--- config.mk ---
export PLATFORM = sky130hd
export DESIGN_NAME = kbsm_fifo
export DESIGN_NICKNAME = d
export VERILOG_FILES = /design/src/sv/kbsm_fifo.sv
export SDC_FILE = /design/constraint.sdc
export NUM_CORES = 1
export LEC_CHECK = 0
export ABC_AREA = 1
export BUFFER_PORTS_ARGS = -buffer_cell sky130_fd_sc_hd__buf_2
export CORE_ASPECT_RATIO = 1.1
export CORE_MARGIN = 5
export CORE_UTILIZATION = 47
export CTS_BUF_LIST = sky130_fd_sc_hd__clkbuf_8
export DETAILED_ROUTE_END_ITERATION = 10
export PLACE_DENSITY_LB_ADDON = 0.2
export SYNTH_ARGS = -nofsm -noshare
export SYNTH_HDL_FRONTEND = slang
export SYNTH_SLANG_ARGS = --single-unit
--- constraint.sdc ---
create_clock -name clk -period 1.35 [get_ports clk]
set_input_delay 0 -clock clk [delete_from_list [all_inputs] [get_ports clk]]
set_output_delay 0 -clock clk [all_outputs]
set_load 0.02 [all_outputs]
--- src/sv/kbsm_fifo.sv ---
`timescale 1ns / 1ps
// ----------------------------------------------------------------------------
// kbsm_fifo: small synchronous queue
// Register-based FIFO used between front end, back end and result port.
// ----------------------------------------------------------------------------
module kbsm_fifo #(
  parameter int WIDTH = 8,
  parameter int DEPTH = 2
) (
  input  logic             clk,
  input  logic             rst_n,
  input  logic             push,
  input  logic [WIDTH-1:0] push_data,
  output logic             full,
  input  logic             pop,
  output logic [WIDTH-1:0] head_data,
  output logic             empty
);

  localparam int PW = (DEPTH > 1) ? $clog2(DEPTH) : 1;

  logic [WIDTH-1:0] store_r [DEPTH];
  logic [PW-1:0]    wr_ptr_r, wr_ptr_nxt;
  logic [PW-1:0]    rd_ptr_r, rd_ptr_nxt;
  logic [PW:0]      cnt_r, cnt_nxt;
  logic             do_push, do_pop;

  assign full      = (cnt_r == (PW+1)'(DEPTH));
  assign empty     = (cnt_r == '0);
  assign do_push   = push && !full;
  assign do_pop    = pop && !empty;
  assign head_data = store_r[rd_ptr_r];

  always_comb begin
    wr_ptr_nxt = wr_ptr_r;
    rd_ptr_nxt = rd_ptr_r;
    cnt_nxt    = cnt_r;
    if (do_push) begin
      wr_ptr_nxt = (wr_ptr_r == PW'(DEPTH-1)) ? '0 : wr_ptr_r + 1'b1;
    end
    if (do_pop) begin
      rd_ptr_nxt = (rd_ptr_r == PW'(DEPTH-1)) ? '0 : rd_ptr_r + 1'b1;
    end
    if (do_push && !do_pop) begin
      cnt_nxt = cnt_r + 1'b1;
    end else if (do_pop && !do_push) begin
      cnt_nxt = cnt_r - 1'b1;
    end
  end

  always_ff @(posedge clk) begin
    if (!rst_n) begin
      wr_ptr_r <= '0;
      rd_ptr_r <= '0;
      cnt_r    <= '0;
    end else begin
      wr_ptr_r <= wr_ptr_nxt;
      rd_ptr_r <= rd_ptr_nxt;
      cnt_r    <= cnt_nxt;
    end
  end

  always_ff @(posedge clk) begin
    if (do_push) begin
      store_r[wr_ptr_r] <= push_data;
    end
  end

endmodule

; ---- Word-level counts from Yosys, hierarchy flattened
; Memory sizes are Yosys's and may differ from the RTL's. A register that Yosys moved wholly into a read port is not among the register bits.
; Cells that the tools add are included.
; Widths: inputs -> output; s select.
[word_totals]
regBits = 4
ramBits = 16
in_bits = 12
out_inout_bits = 10
wordCells = 27
mem_count = 1
[classes]
add_sub_neg = 4
n_eq_ne = 1
mux = 8
reduce_logical = 10
[memory_table]
columns = memory, words, width, rd, rd_ports_with_merged_regs, wr, line
row1 = store_r, 2, 8, 1, 1, 1, 22  ; logic [WIDTH-1:0] store_r [DEPTH];
[op_table]
columns = operator, n
row1 = $mux 1, 6
row2 = $logic_and 1x1->1, 4
row3 = $logic_not 1->1, 4
row4 = $mux 2, 2
row5 = $add 1x1->1 const B, 2
row6 = $add 2x1->2 const B, 1
row7 = $eq 2x2->1 const B, 1
row8 = $logic_not 2->1, 1
row9 = $reduce_bool 2->1, 1
row10 = $sub 2x1->2 const B, 1

; ---- Depth between registers and ports, before layout
[depth]
depth_word = 7
mapped_depth = 10
ltp_nobuf = 10

; ---- Least setup slack after synthesis
; No wires, ideal clock.
[synth_path]
kind = flip-flop to flip-flop
startpoint = register cnt_r[0]
endpoint = register cnt_r[1]
setup_ns = 0.064
t_arrival_ns = 1.360
required_time_ns = 1.286
setup_slack_ns = -0.073
stages_incl_launch_ff = 10
path_buffers = 0
period_less_slack_ns = 1.423
cell_sequence = dfxtp_1 -> nor2_1 -> nor2_2 -> inv_1 -> ha_1 -> inv_1 -> nand3_1 -> nand2_1 -> inv_1 -> nor2_1
[synth_between]
elab_chain_len = 6
elab_cells_between_ends = 15
cone_classes = add/sub (2) / eq/ne (1) / mux (2) / reduce/logical (10)
[synth_rtl]
columns = item, line
row1 = start: declaration, 25  ; logic [PW:0] cnt_r, cnt_nxt;
row2 = start signal: assignment, 59  ; cnt_r <= cnt_nxt;
row3 = $logic_not 2->1 *, 29  ; assign empty = (cnt_r == '0);
row4 = named net empty, 17  ; output logic empty
row5 = $logic_not 1->1 *, 31  ; assign do_pop = pop && !empty;
row6 = $logic_and 1x1->1 *, 31
row7 = $logic_not 1->1, 44  ; if (do_push && !do_pop) begin
row8 = $logic_and 1x1->1, 44
row9 = $mux 2 / $reduce_bool 2->1 (equally long branches), n/a
; Mark *: on every way through the listed nets, which the timed path passes. The rest lies on a longest branch. The select of a mux whose other input is x is not followed.
; A chain may end at the register's enable or synchronous reset.

; ---- Worst setup path after layout
[layout_path]
startpoint = register cnt_r[1]
endpoint = register cnt_r[1]
[layout_between]
elab_chain_len = 6
elab_cells_between_ends = 15
cone_classes = add/sub (2) / eq/ne (1) / mux (2) / reduce/logical (10)
[layout_rtl]
columns = item, line
row1 = $eq 2x2->1 / $logic_not 2->1 (equally long branches), "28, 29"
row2 = $logic_not 1->1 (on tied branches), "30, 31"
row3 = $logic_and 1x1->1 (on tied branches), "30, 31"
row4 = $logic_not 1->1 (on tied branches), "46, 44"
row5 = $logic_and 1x1->1 (on tied branches), "46, 44"
row6 = $reduce_bool 2->1 (no line) / $mux 2 (equally long branches), n/a
; Parallel ways exist; a longest one is shown, timed or not. The select of a mux whose other input is x is not followed.

==> flow_summary.toml <==
[synth]
synth.top_cell.area_share = 0.584
synth_seq_cells = 21
yosysTopAreaCell = "edfxtp_1"
yosysUniqueCellTypes = 15
syn-cell-area_sq_um = 823
yosysWarnings = 0
ys_seq_area_frac = 0.705
synth_nets = 76
synth.avg_cell_area_sq_um = 13.1
syn-instance-count = 63
synthTopCellsByArea = "edfxtp_1 (58%), dfxtp_1 (12%), mux2_2 (11%)"

[placement]
io_buffers = 21
dp_hpwl_mm = 1.17
gp_congestion = 0.716

[sta]
setup_violations = 0
fin_skew_ps = 2.85
clock.fmax_ghz = 0.799
fin_crit_sh = 0.928
rsz0062_at_grt = "false"
maxSlewViolCount = 0
min_period_ps = 1250
finalSetupTns_ps = 0
hold_viol = 0
relSlewSlack = 0.871
worstMarginPinSlew_ps = 191

[worst_setup_path]
start_kind = "flip-flop"
cp.arrival_ps = 1400
worst-r2r-cell-count = 9
rrSetupSlack_ps = 100
cp-startpoint = "cnt_r[1]"
r2r-start = "cnt_r[1]"
cp_max_fo = 3
required_ps = 1500
crit_path_end_kind = "flip-flop"
worstSetupPathType = "reg2reg"

[power]
pwr_density_cell_nw_per_um2 = 1780
combPwrFrac = 0.361
power_switching_mw = 0.668
internal_power_mw = 1.37
power_frac_seq = 0.454
p_clk_frac = 0.185
leakage_nw = 0.486
switching_share = 0.328
vdd_drop_max_uv = 1120
finalPower_mw = 2.04

[layout]
nFillCells = 111
area_growth_syn_to_layout_pct = 38.9
diodes = 0
drive_above_1_share = 0.475
fin_util = 0.709
final_nets = 115

[die]
chipWidth_microns = 49.9
die_h_microns = 53.9
initial_utilization = 0.510
dieArea_sq_um = 2690
ios = 22
rows = 15
core_sq_um = 1610

[global_routing]
grt_use_total = 0.130
grt_max_degree = 12
first_global_vias = 619
grt_pass1_wl_mm = 2.62
grt_antenna_before_repair = 0
grt_overflow = 0

[routing]
drtIter0Drc = 15
wl_mm = 1.50
drc = 0
viasPerCell = 4.84
ant_nets = 0
num_vias = 571
wire_per_inst_microns = 12.7
firstDrtPassIters = 4

[clocking]
cts_buffer_depth = 2
cts.reportedPaths.clkPinSlew_ps = 70
clock_sinks = 21
cts_setup_buffers = 0
cts_root_buf = "clkbuf_8"
cts_buffers = 3
clk_latency_ps = 250
cts_tree = "yes"
htreeDepth = 1

[flow_run]
max_cap_violations = 0

[worst_hold_path]
holdCritStartpoint = "rst_n"
hold_path_depth = 3
min_path_type = "in2reg"

[run_status]
status = "finished, final reports clean"
## layout make-up
type	instances	area (sq um)	share of cell area
Clock inverter	1	3.75	0.00328
Inverter	9	33.8	0.0295
Clock buffer	3	41.3	0.0361
Sequential cell	21	587	0.513
Timing Repair Buffer	35	230	0.201
Multi-Input combinational cell	32	226	0.198
Tap cell	17	21.3	0.0186
## sequential cells by signal, indices dropped and copies added, names as in the netlist, named ones only
name	cells
cnt_r	2
store_r	16
wr_ptr_r	1
rd_ptr_r	1
## cells in the mapped netlist, drive strengths merged
master,n
ha,1
o21ai,3
nor2,11
buf,1
nand3,1
a21oi,1
nand4,1
nand2,6
dfxtp,5
inv,9
edfxtp,16
mux2,8
## routing by layer
layer	part of all wire	up-vias	GRT usage	wire [microns]
met1	0.33	268	0.124	493
met4	0	0	0.0393	0
met3	0.072	0	0.0388	108
met2	0.60	15	0.265	897
li1	-	288	-	-
met5	0	-	0	0
## kinds of logic after synthesis
logic type,count (synthesis),synth area share
AND/OR/NAND/NOR,19,0.0942
AO/OA/AOI/OAI,4,0.0289
buffers and inverters,10,0.0471
multiplexers,8,0.109
adder cells (fa/ha/maj),1,0.0152
flip-flops,21,0.705
## per-stage QoR
step                worst slack [ps]  hold slack, ps  std cells  area [sq um]
finish                          97.7            4.70        118          1140
global route                    5.89            11.4        118          1140
CTS                             2.00            8.26        118          1130
detailed placement             -44.1             193        106           992
global placement                30.0             188        106           992
floorplan                       18.6            98.9         63           826
## what timing repair did
action                                 4_1_cts  5_1_grt
setup endpoints to repair                    1        9
gates resized for setup                      3        5
hold buffers                                 8        0
pin swaps                                    1        0
endpoints found under the hold margin       16        0
## worst paths after layout
kind,end
max,cnt_r[1]
min,cnt_r[1]
max reg2reg,cnt_r[1]
min reg2reg,flip-flop
## power groups by stage
| stage | clock, mW | combinational (mW) | sequential, mW |
|---|---|---|---|
| finish | 0.377 | 0.735 | 0.923 |
| global route | 0.420 | 0.811 | 0.940 |
| CTS | 0.386 | 0.735 | 0.911 |
| detailed placement | 0 | 0.687 | 0.918 |
| global placement | 0 | 0.665 | 0.910 |
| floorplan | 0 | 0.473 | 0.885 |
## worst max-delay path: stages (launching register included)
cell and delay, ps:
dfxtp_4 370, inv_2 60, o21ai_4 150, inv_2 70
ha_4 270, inv_1 40, nand3_1 70, nand2_1 50
inv_1 40, nor2_1 40
## cells in the final DEF, fill, tap and decap left out
cell,n
a21oi_1,1
buf_2,21
buf_4,6
clkbuf_8,3
dfxtp_1,2
dfxtp_2,2
dfxtp_4,1
dlygate4sd3_1,8
edfxtp_1,16
ha_4,1
inv_1,7
inv_2,3
mux2_2,8
nand2_1,6
nand3_1,1
nand4_1,1
nor2_1,9
nor2_2,2
o21ai_0,2
o21ai_4,1
Note: power is estimated with default switching activity, not from simulation.
