### src/sv/kbsm_pkg.sv
`timescale 1ns / 1ps
// ----------------------------------------------------------------------------
// kbsm_pkg: shared types and constants of the keystroke sequence matcher
// Command and result records, letter coding constants and command kinds.
// ----------------------------------------------------------------------------
package kbsm_pkg;

  localparam int FIELD_W     = 60;   // packed letter code and mask width
  localparam int ARG_W       = 64;   // argument port width
  localparam int IDX_W       = 6;    // slot index width on the ports
  localparam int IDX_SPAN    = 64;   // slots reachable by a 6-bit index
  localparam int LETTER_BITS = 5;
  localparam int CNT_W       = 4;

  localparam logic [7:0] KEY_LC_A = 8'h61;   // 'a'
  localparam logic [7:0] KEY_LC_END = 8'h80; // 'a' + 31
  localparam logic [7:0] KEY_UC_A = 8'h41;   // 'A'
  localparam logic [7:0] KEY_UC_Z = 8'h5A;   // 'Z'
  localparam logic [7:0] CASE_OFS = 8'h20;   // 'a' - 'A'

  // command kinds
  localparam logic CMD_KEY   = 1'b0;
  localparam logic CMD_WRITE = 1'b1;

  // pattern table entry (valid bit kept apart in flip-flops)
  typedef struct packed {
    logic [FIELD_W-1:0] code;
    logic [FIELD_W-1:0] mask;
    logic [CNT_W-1:0]   arg_count;
    logic [7:0]         fixed_arg;
    logic [7:0]         cls;
  } entry_t;

  // classified item passed from front end to back end
  typedef struct packed {
    logic                         kind;
    logic [7:0]                   lkey;
    logic                         is_letter;
    logic [LETTER_BITS-1:0]       letter;
    logic [IDX_W-1:0]             slot;
    logic                         in_range;
    logic                         valid;
    entry_t                       entry;
  } cmd_t;

  typedef struct packed {
    logic              accepted;
    logic              fired;
    logic [IDX_W-1:0]  pattern_index;
    logic [ARG_W-1:0]  argument;
    logic [CNT_W-1:0]  argument_length;
  } res_t;

  localparam int CMD_Q_DEPTH = 2;
  localparam int RES_Q_DEPTH = 2;

endpackage

### src/sv/kbsm_front.sv
`timescale 1ns / 1ps
// ----------------------------------------------------------------------------
// kbsm_front: input front end
// Accepts items, lower-cases and letter-codes keys, checks and saturates
// table write fields, and queues the classified command.
// ----------------------------------------------------------------------------
module kbsm_front import kbsm_pkg::*; #(
  parameter int NUM_PATTERNS = 64,
  parameter int MAX_ARG_KEYS = 8
) (
  input  logic               in_push,
  output logic               in_full,
  input  logic               in_func,
  input  logic [7:0]         in_key,
  input  logic [IDX_W-1:0]   in_entry_index,
  input  logic [FIELD_W-1:0] in_entry_code,
  input  logic [FIELD_W-1:0] in_entry_mask,
  input  logic               in_entry_valid,
  input  logic [CNT_W-1:0]   in_entry_arg_count,
  input  logic [7:0]         in_entry_fixed_arg,
  input  logic [7:0]         in_entry_class,
  output logic               cmd_push,
  output cmd_t               cmd_data,
  input  logic               cmd_full
);

  localparam int TBL_DEPTH = (NUM_PATTERNS < IDX_SPAN) ? NUM_PATTERNS : IDX_SPAN;

  logic [7:0]       lkey;
  logic [7:0]       ofs;
  logic [CNT_W-1:0] cnt_sat;

  assign in_full  = cmd_full;
  assign cmd_push = in_push && !cmd_full;

  always_comb begin
    lkey = in_key;
    if (in_key >= KEY_UC_A && in_key <= KEY_UC_Z) begin
      lkey = in_key + CASE_OFS;
    end
    ofs     = lkey - KEY_LC_A;
    cnt_sat = (in_entry_arg_count > CNT_W'(MAX_ARG_KEYS)) ? CNT_W'(MAX_ARG_KEYS)
                                                          : in_entry_arg_count;

    cmd_data                 = '0;
    cmd_data.kind            = in_func ? CMD_WRITE : CMD_KEY;
    cmd_data.lkey            = lkey;
    cmd_data.is_letter       = (lkey >= KEY_LC_A) && (lkey <= KEY_LC_END);
    cmd_data.letter          = ofs[LETTER_BITS-1:0];
    cmd_data.slot            = in_entry_index;
    cmd_data.in_range        = ({1'b0, in_entry_index} < (IDX_W+1)'(TBL_DEPTH));
    cmd_data.valid           = in_entry_valid;
    cmd_data.entry.code      = in_entry_code;
    cmd_data.entry.mask      = in_entry_mask;
    cmd_data.entry.arg_count = cnt_sat;
    cmd_data.entry.fixed_arg = in_entry_fixed_arg;
    cmd_data.entry.cls       = in_entry_class;
  end

endmodule

### config.mk
export PLATFORM = sky130hd
export DESIGN_NAME = kbsm_front
export DESIGN_NICKNAME = d
export VERILOG_FILES = /design/src/sv/kbsm_pkg.sv /design/src/sv/kbsm_front.sv
export SDC_FILE = /design/constraint.sdc
export NUM_CORES = 1
export LEC_CHECK = 0
export BUFFER_PORTS_ARGS = -buffer_cell sky130_fd_sc_hd__buf_2
export CORE_AREA = 3 3 126 128
export DETAILED_ROUTE_END_ITERATION = 6
export DIE_AREA = 0 0 129 131
export SLEW_MARGIN = 20
export SYNTH_ARGS = -nofsm -noshare
export SYNTH_HDL_FRONTEND = slang
export SYNTH_SLANG_ARGS = --single-unit
### constraint.sdc
create_clock -name vclk -period 2.4
set_input_delay 0.48 -clock vclk [all_inputs]
set_output_delay 0.48 -clock vclk [all_outputs]
set_load 0.01 [all_outputs]
* Word level (Yosys, flattened, before mapping) *
Index checks and enable logic that the tools add are counted.

operators by class
  add/subtract/negate cells = 2
  $mul = 0
  divide/modulo/power cells = 0
  magnitude comparators = 5
  equality and inequality tests = 0
  shift operators = 0
  multiplexer cells = 3
  bitwise operators = 0
  reduce and logical (&&, ||, !) cells = 4

operator list
  kind                                                             number
  >= comparator 8 x 7 -> 1 bit (second input constant)             2
  adder 8 x 6 -> 8 bit (second input constant)                     1
  less-or-equal comparator 8 x 7 -> 1 bit (second input constant)  1
  less-or-equal comparator 8 bit (second input constant)           1
  two-way mux 8 bit                                                1
  subtractor 5 x 1 -> 5 bit (second input constant)                1
  greater-than comparator 4 bit (second input constant)            1
  two-way mux 4 bit                                                1
  logical AND 1 bit                                                3
  zero test 1 bit                                                  1
  two-way mux 1 bit                                                1

word-level totals
  register bits = 0
  bits in latches = 0
  RAM bits = 0
  memory bits (read-only) = 0
  input port bits = 158
  output and inout bits = 165
  word-level logic and storage cells = 14
  memories = 0

* Longest topological paths before layout *
Gate-level depths: netlist of the first run.

  word-level depth = 5
  gate-level depth with buffers = 6

* Worst setup path after synthesis of the first run *
OpenSTA, ideal clock, no wires.

  path type = input port to output port
  start = in in_key[0]
  end = out cmd_data[159] in the netlist's numbering
  arrival time = 1.762 ns
  data required time = 1.920 ns
  setup slack = 0.158 ns
  stages = 5
  buffers on the path = 0
  path through = inv_1 -> ha_1 -> or3b_4 -> or3_4 -> a41o_1

RTL lines
  element      line              text
  from (decl)  kbsm_front.sv:14  input logic [7:0] in_key,
  to (decl)    kbsm_front.sv:23  output cmd_t cmd_data,

==> results.cfg, run 1 <==
[power_and_ir_drop]
p_per_area_nw_per_um2 = 136
p_clk_share_pct = 0
switching_share_pct = 51.3
power.leakage_nw = 0.316
switchingPower_mw = 0.0535
seqPwrFrac_pct = 0
p_int_mw = 0.0508
ir_worst_vdd_mv = 0.0350
combPwrFrac_pct = 100.0
power_mw = 0.104

[sta]
min_period_over_period_pct = 96.9
rsz0062_at_grt = true
fin_tns_setup_ns = 0
finalSetupViolations = 0
setup_ws_ns = 0.0752
hold_viol_final = 0
fin_crit_ns = 2.32
slew_viol_final = 0
fmax_mhz = 430

[critical_path]
arrival_ns = 1.84
worst_ep_required_time_ns = 1.92
crit_fanout = 3
cpMostUsedCell = buf_4
crit_path_end_kind = output pin
critPathSlowestCell = o41a_1
startpoint_type = primary input
slowest_delay_ns = 0.35
critPathKind = in2out
path_cells = buf_8 -> inv_4 -> buf_4 -> ha_1 -> nor2b_1 -> o211ai_1 -> buf_4 -> nand2_2 -> o41a_1 -> buf_2

[place]
io_buffers = 34
dp_cells = 264
post-place-ws_ns = -0.0768
dpl_cell_area_sq_um = 708
place_hpwl_um = 3320
gp_congestion = 0.576

[cells_and_area]
multiInputGateArea_sq_um = 228
area.growth.synth_to_final_pct = -44.2
fill_cells = 1790
seq_area_sq_um = 0
design_area_sq_um = 766
nClkBuffers = 0
diodes = 0
drive_gt1_share_pct = 65.4
fin_cells = 266
final_common_cell = buf_2
final_nets = 242
seq_cell_count = 0
mostFrequentLayoutCells = buf_2 (31), buf_4 (11), nor2b_1 (5)

[synth]
synth_xor_xnor_area_share_pct = 1.91
synth_mux_area_share_pct = 0
synth-compound-area-share_pct = 3.56
synthAdderAreaFrac_pct = 3.65
synth_simple_gate_area_share_pct = 6.11
yosysWarnings = 0
synth.distinct_cells = 22
synth_seq_area_share_pct = 0
syn_area_sq_um = 1370
synth_area_per_cell_sq_um = 7.42
synth_nets = 347
synthCells = 185
synth_top_family_by_area = buffers and inverters

[drt]
first_pass_iters = 4
detail_route.wl_per_cell_um = 14.7
drt_wl_total_um = 3910
ant_nets = 0
vias = 621
drtIter0Drc = 14
drc = 0
avgViaCountPerCell = 2.33

[floorplanning]
rows = 45
die_area_sq_um = 16900
io_pins = 323
initial_utilization_pct = 9.16
coreArea_sq_um = 15000
die_h_um = 131
die_w_um = 129

[grt]
grt_max_degree = 7
antenna_found_initial = 0
first_global_vias = 641
grt_usage_pct = 3.94
overflow = 0
grt_pass1_wl_um = 4690

[status]
run_status = complete, no violations

[job]
maxCapViolCount = 0

[clock_tree]
cts_hold_buffers = 0

[min_path]
hold_class = in2out
==> timing repair <==
action	4_1_cts	5_1_grt
setup endpoints to repair	3	3
resized for setup	9	3
hold endpoints to repair	0	0
pin swaps	3	3
setup buffers	1	1
==> cell usage after synthesis <==
cell / instances / area [sq um]
nor4_1: 1 / 6.26
clkbuf_1: 1 / 3.75
o41a_1: 1 / 11.3
nor3_1: 1 / 5.00
nor2b_1: 5 / 31.3
o41ai_1: 1 / 8.76
inv_1: 6 / 22.5
xnor2_1: 1 / 8.76
nand2_1: 1 / 3.75
a31oi_1: 1 / 6.26
o211ai_1: 1 / 7.51
ha_1: 4 / 50.1
xor2_1: 2 / 17.5
nand3_1: 1 / 5.00
or3b_4: 1 / 11.3
a41o_1: 1 / 10.0
buf_4: 151 / 1130
or3_4: 1 / 11.3
nor2_1: 1 / 3.75
o21ai_0: 1 / 5.00
conb_1: 1 / 3.75
nand4_1: 1 / 6.26
==> critical path: cells and delay by family <==
family          cells  cell delay [ns]
compound gates      2             0.55
buf+inv             5             0.58
fa+ha+maj           1             0.13
simple gates        2             0.10
==> routing by layer <==
layer	GRT usage (%)	vias up	wire length (um)
met5	1.76	-	0
met4	7.84	0	730
met3	2.68	76	885
met2	4.57	124	1380
met1	2.82	211	912
li1	-	210	-
==> power by group through the flow <==
stage	registers, mW	clock network [mW]	logic [mW]
6_report	0	0	0.104
5_1_grt	0	0	0.118
4_1_cts	0	0	0.105
3_5_place_dp	0	0	0.0970
3_3_place_gp	0	0	0.0961
2_1_floorplan	0	0	0.291
==> cell families after synthesis <==
family,count (synthesis)
buffers and inverters,158
and+or+nand+nor,13
AOI/OAI and AO/OA,6
adders and majority gates,4
xor gates and xnor gates,3
other,1
==> final timing paths <==
check	startpoint	endpoint	slack [ns]	cells after the start
setup / recovery	in_key[0]	cmd_data[160]	0.08	10
hold / removal	in_entry_fixed_arg[7]	cmd_data[15]	0.96	0
==> area by class of cell <==
type                            instances  area share (%)
Tap cell                              188            30.7
Inverter                                6            3.59
Multi-Input combinational cell         27            29.7
Timing Repair Buffer                   45            35.9
==> metrics by stage <==
step                      util, %  hold WS [ns]
after floorplan                 -          1.01
after global placement       4.73         0.960
after detailed placement     4.73         0.960
after CTS                    5.00         0.960
after global routing         5.11         0.960
final                        5.11         0.960
Power figures use the tool's default switching activity.
==> run 2: changes to the inputs <==
==> constraint.sdc (replaced) <==
create_clock -name vclk -period 2.27
set_input_delay 0.454 -clock vclk [all_inputs]
set_output_delay 0.454 -clock vclk [all_outputs]
set_load 0.01 [all_outputs]
==> results.cfg, run 2 (synthesis results as in run 1) <==
[sta]
rsz0062_at_grt = true
fmax_mhz = 440
hold_viol_final = 0
setup_ws_ns = -0.00301
slew_viol_final = 0
fin_tns_setup_ns = -0.00322
min_period_over_period_pct = 100
finalSetupViolations = 2
hold_ws_ns = 0.908
fin_crit_ns = 2.27

[cells_and_area]
area.growth.synth_to_final_pct = -41.2
final_common_cell = buf_2
mostFrequentLayoutCells = buf_2 (31), buf_4 (13), nor2b_1 (5)
final_nets = 245
design_area_sq_um = 807
diodes = 0
drive_gt1_share_pct = 67.9
fill_cells = 1794
seq_area_sq_um = 0
seq_cell_count = 0
nClkBuffers = 0

[place]
place_hpwl_um = 3310
gp_congestion = 0.589
dpl_cell_area_sq_um = 723
io_buffers = 34

[drt]
drt_wl_total_um = 3920
vias = 638
detail_route.wl_per_cell_um = 14.6
avgViaCountPerCell = 2.37
drc = 0
first_pass_iters = 4
ant_nets = 0
drtIter0Drc = 16

[grt]
overflow = 0
grt_max_degree = 7
antenna_found_initial = 0
grt_usage_pct = 3.94
grt_pass1_wl_um = 4660
first_global_vias = 642

[status]
run_status = finished with violations
violations = setup timing

[critical_path]
arrival_ns = 1.82
path_cells = buf_8 -> inv_6 -> ha_4 -> or3b_4 -> or3_4 -> nand2_2 -> o41a_1 -> buf_2
startpoint_type = primary input
slowest_delay_ns = 0.38
critPathSlowestCell = or3_4
worst_ep_required_time_ns = 1.82
crit_path_end_kind = output pin
critPathKind = in2out
crit_fanout = 3
worst_path_dominant_cell_family = simple AND/OR/NAND/NOR gates
cp.buffers_inverters = 3
startpoint = in_key[0]

[floorplanning]
coreArea_sq_um = 15000
io_pins = 323
die_w_um = 129
die_area_sq_um = 16900
die_h_um = 131
rows = 45
initial_utilization_pct = 9.16

[power_and_ir_drop]
ir_worst_vdd_mv = 0.0374
power.leakage_nw = 0.331
p_per_area_nw_per_um2 = 143

[min_path]
hold_start = in_entry_fixed_arg[7]
hold_class = in2out

[job]
maxCapViolCount = 0
==> run 2: cell types whose count changed in the layout (fill, tap and decap cells not counted), sizes merged <==
cell / change
buf: +3
==> run 2: cell type report <==
cell class / instances / area, sq um / area share (%)
Timing Repair Buffer: 48 / 302 / 37.4
Inverter: 6 / 30.0 / 3.72
Multi-Input combinational cell: 27 / 240 / 29.8
Tap cell: 188 / 235 / 29.1
==> run 2: per-stage QoR <==
step | power [mW] | utilization [%] | cells | setup WS [ns]
2_1_floorplan | 0.308 | - | 185 | 0.0800
3_3_place_gp | 0.104 | 4.83 | 266 | -0.131
3_5_place_dp | 0.104 | 4.83 | 266 | -0.157
4_1_cts | 0.114 | 5.14 | 267 | -0.0460
5_1_grt | 0.129 | 5.39 | 269 | -0.0656
6_report | 0.115 | 5.39 | 269 | -0.00301
==> run 2: metal layers <==
metal | global-route usage (%) | vias up | routed length (um)
met4 | 7.84 | 0 | 735
li1 | - | 215 | -
met1 | 2.87 | 221 | 898
met2 | 4.57 | 126 | 1400
met5 | 1.76 | - | 0
met3 | 2.64 | 76 | 887
==> run 2: worst paths after layout <==
kind	slack, ns	to	cells after the start
worst max-delay path	-0.003	cmd_data[160]	8
worst min-delay path	0.91	cmd_data[15]	0
==> run 2: timing repair <==
item,in CTS,in global routing
resized for setup,10,5
buffers inserted,1,2
hold buffers,0,0
pin swaps,4,5
setup endpoints to repair,4,4
endpoints found under the hold margin,0,0
==> run 2: where the power goes <==
part	total [mW]	switching (mW)	internal, mW
Sequential	0	0	0
Combinational	0.115	0.0579	0.0574
Clock	0	0	0
==> run 3: changes to the inputs <==
--- a/config.mk
+++ b/config.mk
@@ -6,9 +6,12 @@
 export NUM_CORES = 1
 export LEC_CHECK = 0
 export BUFFER_PORTS_ARGS = -buffer_cell sky130_fd_sc_hd__buf_2
-export CORE_AREA = 3 3 126 128
+export CELL_PAD_IN_SITES_DETAIL_PLACEMENT = 2
+export CELL_PAD_IN_SITES_GLOBAL_PLACEMENT = 2
+export CORE_AREA = 3 3 125 127
 export DETAILED_ROUTE_END_ITERATION = 6
-export DIE_AREA = 0 0 129 131
+export DIE_AREA = 0 0 128 130
+export PLACE_DENSITY_LB_ADDON = 0.1
 export SLEW_MARGIN = 20
 export SYNTH_ARGS = -nofsm -noshare
 export SYNTH_HDL_FRONTEND = slang
==> results.cfg, run 3 (synthesis results as in run 1) <==
[cells_and_area]
drive_gt1_share_pct = 72.8
final_common_cell = buf_2
fin_cells = 265
mostFrequentLayoutCells = buf_2 (32), buf_4 (12), inv_1 (4), nor2b_1 (4), buf_6 (3)
diodes = 0
seq_cell_count = 0
final_nets = 245
area.growth.synth_to_final_pct = -40.0
nClkBuffers = 0
seq_area_sq_um = 0

[sta]
rsz0062_at_grt = true
hold_viol_final = 0
setup_ws_ns = -0.00618
slew_headroom_pct = 60.5
finalSetupViolations = 1
min_period_over_period_pct = 100
slew_viol_final = 0
tightestPinTransition_ns = 0.588
fmax_mhz = 439
fin_tns_setup_ns = -0.00618
fin_crit_ns = 2.28

[critical_path]
startpoint_type = primary input
worst_ep_required_time_ns = 1.82
crit_path_end_kind = output pin
arrival_ns = 1.82
crit_fanout = 3
critPathKind = in2out

[status]
violations = setup timing
run_status = finished with violations

[drt]
first_pass_iters = 4
ant_nets = 0
drt_wl_total_um = 3100
avgViaCountPerCell = 2.24
drc = 0
detail_route.wl_per_cell_um = 11.7
drtIter0Drc = 5
vias = 594

[clock_tree]
cts_hold_buffers = 0

[place]
dp_cells = 260
place_hpwl_um = 2680
gp_congestion = 0.594
io_buffers = 34

[floorplanning]
rows = 44
io_pins = 323
die_w_um = 128
die_h_um = 130
die_area_sq_um = 16600
coreArea_sq_um = 14500
initial_utilization_pct = 9.44

[grt]
grtUsageMet3_pct = 1.23
gr-usage-met1_pct = 3.01
antenna_found_initial = 0
first_global_vias = 702
grt_pass1_wl_um = 4300
grt-busiest-layer = met4
grt_usage_pct = 3.30
overflow = 0
grt_max_degree = 7
grtUsageMet2_pct = 4.04

[min_path]
holdPathStages = 0
hold_class = in2out
hold_path_end = cmd_data[111]
hold_start = in_entry_code[31]

[power_and_ir_drop]
ir_worst_vdd_mv = 0.0379
p_per_area_nw_per_um2 = 145
power.leakage_nw = 0.338

[job]
maxCapViolCount = 0
==> run 3: area by class of cell <==
type / instances / area, sq um
Fill cell: 1766 / 13700
Multi-Input combinational cell: 27 / 264
Tap cell: 184 / 230
Timing Repair Buffer: 48 / 299
Inverter: 6 / 30.0
==> run 3: through the flow <==
step / hold WS [ns] / power [mW] / setup WS (ns) / area, sq um / utilization, %
floorplan: 0.954 / 0.308 / 0.0800 / 1370 / -
global placement: 0.908 / 0.103 / -0.121 / 703 / 4.84
detailed placement: 0.908 / 0.102 / -0.155 / 703 / 4.84
CTS: 0.908 / 0.116 / -0.0848 / 786 / 5.41
global route: 0.908 / 0.133 / -0.0780 / 823 / 5.66
finish: 0.908 / 0.119 / -0.00618 / 823 / 5.66
==> run 3: how the worst max path moves through the flow <==
stage              start             to  slack, ns  cells past startpoint
2_1_floorplan  in_key[0]  cmd_data[159]       0.08                      5
3_3_place_gp   in_key[1]  cmd_data[159]      -0.12                      7
3_5_place_dp   in_key[1]  cmd_data[159]      -0.15                      7
4_1_cts        in_key[1]  cmd_data[160]      -0.08                      8
5_1_grt        in_key[1]  cmd_data[160]      -0.08                      8
6_report       in_key[1]  cmd_data[160]     -0.006                      8
==> run 3: what timing repair did <==
action                                  4_1_cts  5_1_grt
resized for setup                            13        8
buffers inserted                              4        1
endpoints found under the setup margin        4        4
gates cloned                                  0        0
pin swaps                                     6        7
==> run 3: power by group <==
group	switching, mW	internal [mW]	total, mW
clock	0	0	0
combinational	0.0599	0.0596	0.119
sequential	0	0	0
total	0.0599	0.0596	0.119
==> run 3: worst max-delay path, stage by stage <==
cell and delay, ns:
buf_8 0.10, inv_6 0.05, ha_4 0.12, or3b_4 0.38, or3_4 0.38, nand2_4 0.08
o41a_1 0.13, buf_2 0.13
==> run 3: metal layers <==
metal / wire (um) / share of wire [%]
met1: 925 / 30
met2: 1110 / 36
met3: 480 / 15
met4: 589 / 19
met5: 0 / 0
